### config.mk
export PLATFORM = sky130hd
export DESIGN_NAME = bmg_ctrl
export DESIGN_NICKNAME = d
export VERILOG_FILES = /design/src/hdl/bmg_pkg.sv /design/src/hdl/bmg_ctrl.sv
export SDC_FILE = /design/constraint.sdc
export NUM_CORES = 1
export LEC_CHECK = 0
export BUFFER_PORTS_ARGS = -buffer_cell sky130_fd_sc_hd__buf_2
export CORE_UTILIZATION = 42
export CTS_BUF_LIST = sky130_fd_sc_hd__clkbuf_4
export DETAILED_ROUTE_END_ITERATION = 10
export GPL_ROUTABILITY_DRIVEN = 0
export PLACE_DENSITY = 0.73
export RECOVER_POWER = 100
export REMOVE_ABC_BUFFERS = 1
export SLEW_MARGIN = 5
export SYNTH_ARGS = -nofsm -noshare
export SYNTH_HDL_FRONTEND = slang
export SYNTH_SLANG_ARGS = --single-unit
### constraint.sdc
create_clock -name clk -period 2.1 [get_ports clk]
set_clock_uncertainty 0.15 [all_clocks]
set_input_delay 0.63 -clock clk [delete_from_list [all_inputs] [get_ports clk]]
set_output_delay 0.63 -clock clk [all_outputs]
set_load 0.02 [all_outputs]
### src/hdl/bmg_pkg.sv
package bmg_pkg;

  localparam int NumFaces = 6;
  localparam int CornersPerFace = 4;
  localparam int VertsPerBox = NumFaces * CornersPerFace;
  localparam logic signed [15:0] Q14One = 16'sd16384;

  typedef enum logic [5:0] {
    S_IDLE  = 6'b000001,
    S_MAT   = 6'b000010,
    S_PROD  = 6'b000100,
    S_SUM   = 6'b001000,
    S_EMIT  = 6'b010000,
    S_TRI   = 6'b100000
  } state_t;

  typedef struct packed {
    logic       load;
    logic [3:0] mat_step;
    logic       mat_en;
    logic       prod_en;
    logic       sum_en;
    logic       out_vertex;
    logic       out_tri;
    logic [2:0] face;
    logic [1:0] corner;
    logic       tri_k;
    logic       box_done;
  } cmd_t;

  function automatic logic [2:0] corner_sign(input logic [2:0] f, input logic [1:0] k);
    logic [2:0] s;
    s = 3'b000;
    case ({f, k})
      {3'd0, 2'd0}: s = 3'b110; {3'd0, 2'd1}: s = 3'b100;
      {3'd0, 2'd2}: s = 3'b101; {3'd0, 2'd3}: s = 3'b111;
      {3'd1, 2'd0}: s = 3'b011; {3'd1, 2'd1}: s = 3'b001;
      {3'd1, 2'd2}: s = 3'b000; {3'd1, 2'd3}: s = 3'b010;
      {3'd2, 2'd0}: s = 3'b010; {3'd2, 2'd1}: s = 3'b011;
      {3'd2, 2'd2}: s = 3'b111; {3'd2, 2'd3}: s = 3'b110;
      {3'd3, 2'd0}: s = 3'b001; {3'd3, 2'd1}: s = 3'b000;
      {3'd3, 2'd2}: s = 3'b100; {3'd3, 2'd3}: s = 3'b101;
      {3'd4, 2'd0}: s = 3'b111; {3'd4, 2'd1}: s = 3'b101;
      {3'd4, 2'd2}: s = 3'b001; {3'd4, 2'd3}: s = 3'b011;
      {3'd5, 2'd0}: s = 3'b010; {3'd5, 2'd1}: s = 3'b000;
      {3'd5, 2'd2}: s = 3'b100; {3'd5, 2'd3}: s = 3'b110;
      default: s = 3'b000;
    endcase
    return s;
  endfunction

endpackage

### src/hdl/bmg_ctrl.sv
module bmg_ctrl (
  input  logic          clk,
  input  logic          rst,
  input  logic          in_valid,
  output logic          in_ready,
  output logic          out_valid,
  input  logic          out_ready,
  output bmg_pkg::cmd_t cmd
);

  bmg_pkg::state_t state, state_next;
  logic [3:0] step, step_next;
  logic [2:0] face, face_next;
  logic [1:0] corner, corner_next;
  logic       tri_k, tri_k_next;
  logic       ov, ov_next;

  assign in_ready = (state == bmg_pkg::S_IDLE);
  assign out_valid = ov;

  always_comb begin
    state_next = state;
    step_next = step;
    face_next = face;
    corner_next = corner;
    tri_k_next = tri_k;
    ov_next = ov;
    cmd = '0;
    cmd.mat_step = step;
    cmd.face = face;
    cmd.corner = corner;
    cmd.tri_k = tri_k;
    case (state)
      bmg_pkg::S_IDLE: begin
        if (in_valid) begin
          cmd.load = 1'b1;
          step_next = '0;
          face_next = '0;
          corner_next = '0;
          tri_k_next = 1'b0;
          state_next = bmg_pkg::S_MAT;
        end
      end
      bmg_pkg::S_MAT: begin
        cmd.mat_en = 1'b1;
        step_next = step + 4'd1;
        if (step == 4'd9) begin
          state_next = bmg_pkg::S_PROD;
        end
      end
      bmg_pkg::S_PROD: begin
        cmd.prod_en = 1'b1;
        state_next = bmg_pkg::S_SUM;
      end
      bmg_pkg::S_SUM: begin
        cmd.sum_en = 1'b1;
        cmd.out_vertex = 1'b1;
        ov_next = 1'b1;
        state_next = bmg_pkg::S_EMIT;
      end
      bmg_pkg::S_EMIT: begin
        if (out_ready) begin
          ov_next = 1'b0;
          if (corner == 2'd3) begin
            corner_next = '0;
            tri_k_next = 1'b0;
            cmd.tri_k = 1'b0;
            cmd.out_tri = 1'b1;
            ov_next = 1'b1;
            state_next = bmg_pkg::S_TRI;
          end else begin
            corner_next = corner + 2'd1;
            state_next = bmg_pkg::S_PROD;
          end
        end
      end
      bmg_pkg::S_TRI: begin
        if (out_ready) begin
          if (!tri_k) begin
            tri_k_next = 1'b1;
            cmd.tri_k = 1'b1;
            cmd.out_tri = 1'b1;
          end else begin
            ov_next = 1'b0;
            if (face == 3'd5) begin
              cmd.box_done = 1'b1;
              state_next = bmg_pkg::S_IDLE;
            end else begin
              face_next = face + 3'd1;
              state_next = bmg_pkg::S_PROD;
            end
          end
        end
      end
      default: state_next = bmg_pkg::S_IDLE;
    endcase
  end

  always_ff @(posedge clk) begin
    if (rst) begin
      state <= bmg_pkg::S_IDLE;
      ov <= 1'b0;
      step <= '0;
      face <= '0;
      corner <= '0;
      tri_k <= 1'b0;
    end else begin
      state <= state_next;
      ov <= ov_next;
      step <= step_next;
      face <= face_next;
      corner <= corner_next;
      tri_k <= tri_k_next;
    end
  end

endmodule

==> PnR_summary.wiki <==
{| class="wikitable"
! Metric !! Value
|-
| Share of flip-flops with an asynchronous set or reset || 0%
|-
| Setup-failing EPs final || 9
|-
| Core Area || roughly 2300 sq um
|-
| Worst flop-to-flop path startpoint || state[5]
|-
| Final worst-path setup slack || -508 ps
|-
| Sum of net half-perimeters after detailed placement || 2140 microns
|-
| Main synth FF type || dfxtp_1
|-
| Unique cell type count in the Yosys netlist || 50
|-
| LEAKAGE || between 0.0007 and 0.0008 uW
|-
| Mean area per synthesized cell || about 8.4 sq um
|-
| Fraction of the cycle the final worst path needs || 124%
|-
| RSZ-0062 raised after global routing || yes
|-
| Critical path capture point type || output pin
|-
| Pins Over Slew Limit || 0
|-
| Capturing element of the worst setup path || cmd[1]
|-
| Total Wirelength || 3140 microns
|-
| Post-Syn Area || about 1000 sq um
|-
| Initial Util || between 40% and 50%
|-
| CP startpoint kind || flip-flop
|-
| Via count of the first global-routing pass || around 1100
|-
| Top sig layer || met4
|-
| Root Driver || clkbuf_4
|-
| Layout cells sized above 1 || about half
|-
| Setup slack on the worst flop-to-flop path || -160 ps
|-
| Net count reported at finish || 186
|-
| Total cell area at the placement stage || between 1000 and 1500 sq um
|-
| # fillers || approximately 180
|-
| FF-to-FF path depth || 6
|-
| Sum of met3 wire segment lengths after detailed routing || 141 microns
|-
| Combinational family with the most area after synthesis || simple AND/OR/NAND/NOR gates
|-
| Worst-skew pair later-pin latency || 300 ps
|-
| Number of ports placed on the die boundary || 23
|-
| Die Height || slightly above 50 microns
|-
| Detailed Routing Iterations Pass 1 || 4
|-
| Number of CTS-inserted buffers || 3
|-
| Antenna diode count || 0
|-
| Commonest cells after routing, fill and taps aside || buf_4 (25), buf_2 (14), buf_6 (14), dfxtp_1 (12), nand3_1 (9)
|-
| Number of routed nets with antenna violations || 0
|-
| Port Buffer Count || 22
|-
| Hold violation count in the final report || 0
|-
| Largest net degree at the start of global routing || 16
|-
| Total Die Area || 2670 sq um
|-
| EDFF count, synth || 0
|-
| Yosys synthesis warning count || 0
|-
| Total power per unit cell area || 460 nW/um^2
|-
| Maximum clock frequency || ~0.38 GHz
|-
| CP arrival || between 1500 and 2000 ps
|-
| CTS tree || done
|-
| Post-synthesis compound-gate area fraction || 18.8%
|-
| CP required || between 1000 and 1500 ps
|-
| DR vias/cell || about 5.5
|-
| Endpoint of the worst-slack reg-to-reg timing path || corner[0]
|-
| Critical path class || reg -> out
|-
| Initial DRC count || 31
|-
| Count of vias placed by the detailed router || ~1100
|-
| Antenna violations before repair || 0
|-
| WL per Instance || about 15 microns
|-
| Class of the tightest hold or removal check || reg -> reg
|-
| Violations in the final reports || setup timing
|-
| Met2 WL || about 1600 microns
|-
| Global-route wire length before repair || 4890 microns
|-
| Global-route total usage across every layer || 25.4%
|-
| Max-cap viol count || 0
|-
| Row cnt || 17
|-
| Total non-filler cell area in the finished layout || 1600 sq um
|-
| Count of state elements after synthesis || 17
|-
| Final global-route overflow total || 0
|-
| Number of buffers between clock root and the deepest sink || 2
|-
| Clk sink count || 17
|-
| Number of standard cells after synthesis || 123
|-
| Clock-pin slew of the registers on the worst-case setup and hold paths || approximately 100 ps
|-
| Synth Area in XOR/XNOR || ~2.5%
|-
| Sequential element share of the synthesized area || between 30% and 40%
|-
| Final critical delay including setup and external delays || ~2600 ps
|-
| Worst slew margin relative to its limit || a little over 70%
|-
| Slew @ Worst Pin || roughly 400 ps
|-
| Leading cell type in the layout, fill and taps excluded || buf_4
|-
| Residual DRC count || 0
|-
| Area growth syn-to-layout || 54.0%
|-
| Routed metal-1 wire length || around 1400 microns
|-
| Maximum level of the CTS H-tree || 1
|-
| Adder-Cell Fraction of Synth Area || 6.03%
|-
| VDD IR-drop max || 0.403 mV
|-
| Die Wd || roughly 52 microns
|-
| Post-synthesis share of cell area spent on and, or, nand and nor gates || roughly 33%
|-
| Critical path peak fanout || 3
|-
| Summed negative setup slack over all endpoints || -2740 ps
|-
| Run status || finished, violations left
|-
| Mux cell area share after synthesis || 0%
|-
| Setup crit start || state[5]
|}
## worst min path at each step
| stage | cells past startpoint | endpoint | from |
|---|---|---|---|
| 2_1_floorplan | 2 | tri_k | tri_k |
| 3_3_place_gp | 2 | corner[1] | corner[1] |
| 3_5_place_dp | 2 | corner[1] | corner[1] |
| 4_1_cts | 2 | corner[1] | corner[1] |
| 5_1_grt | 2 | corner[1] | corner[1] |
| 6_report | 2 | corner[1] | corner[1] |
## state kept, by name, indices dropped and copies added (netlist names)
signal and cells:
state 6, step 4, face 3, corner 2, out_valid 1, tri_k 1
## critical path, stage by stage, from the launching register on
cell	delay [ps]
dfxtp_2	340
or4_4	560
nor3_4	210
nand3_2	120
a21o_1	180
buf_6	130
## cells in the mapped netlist (all sizes together) (2+ instances only)
library cell | n | share of area (%)
dfxtp | 17 | 33
nand3 | 11 | 5.3
inv | 9 | 3.3
nor2 | 8 | 2.9
a21oi | 7 | 3.7
buf | 5 | 3.1
ha | 5 | 6.0
nor3 | 5 | 2.9
and3 | 4 | 2.4
or2 | 4 | 2.4
or3 | 4 | 2.4
nand2 | 3 | 1.1
o21ai | 3 | 1.4
a31o | 2 | 1.7
and2 | 2 | 1.2
and4 | 2 | 1.7
nor3b | 2 | 1.4
or4 | 2 | 2.2
xor2 | 2 | 1.7
## layer usage
| layer | global-route usage [%] | vias up |
|---|---|---|
| met3 | 4.68 | 7 |
| met2 | 42.9 | 37 |
| met1 | 30.9 | 522 |
| met4 | 11.7 | 0 |
| met5 | 0 | - |
| li1 | - | 561 |
## logic make-up after synthesis
family                   after synthesis
AO/OA/AOI/OAI                         27
XOR/XNOR                               3
adder cells (fa/ha/maj)                5
buffers and inverters                 15
flip-flops                            17
AND/OR/NAND/NOR                       56
## where the power goes
group	internal (uW)	switching, uW
clock network	71.1	112
registers	327	5.84
logic	110	109
## layout make-up
cell class / instances / area (sq um) / share of cell area, %
multi-input combinational: 91 / 727 / 45.5
timing repair buffer: 55 / 423 / 26.5
sequential: 17 / 352 / 22.0
tap: 28 / 35.0 / 2.19
inverter: 9 / 33.8 / 2.11
clock buffer: 3 / 22.5 / 1.41
clock inverter: 1 / 5.00 / 0.313
## per-stage QoR
| stage | worst slack [ps] | util [%] | hold WS (ps) | std cells | power [uW] |
|---|---|---|---|---|---|
| after floorplan | -645 | - | 363 | 117 | 421 |
| after global placement | -172 | 59.6 | 322 | 195 | 498 |
| after detailed placement | -236 | 59.6 | 330 | 195 | 503 |
| after CTS | -527 | 68.4 | 344 | 203 | 725 |
| after global routing | -570 | 70.2 | 378 | 204 | 773 |
| final | -508 | 70.2 | 350 | 204 | 735 |
## repair_timing
action | CTS | global route
endpoints found under the setup margin | 14 | 17
hold buffers | 0 | 0
setup buffers | 4 | 2
pin swaps | 7 | 6
gates resized for setup | 42 | 11
(Power assumes the default switching activity.)
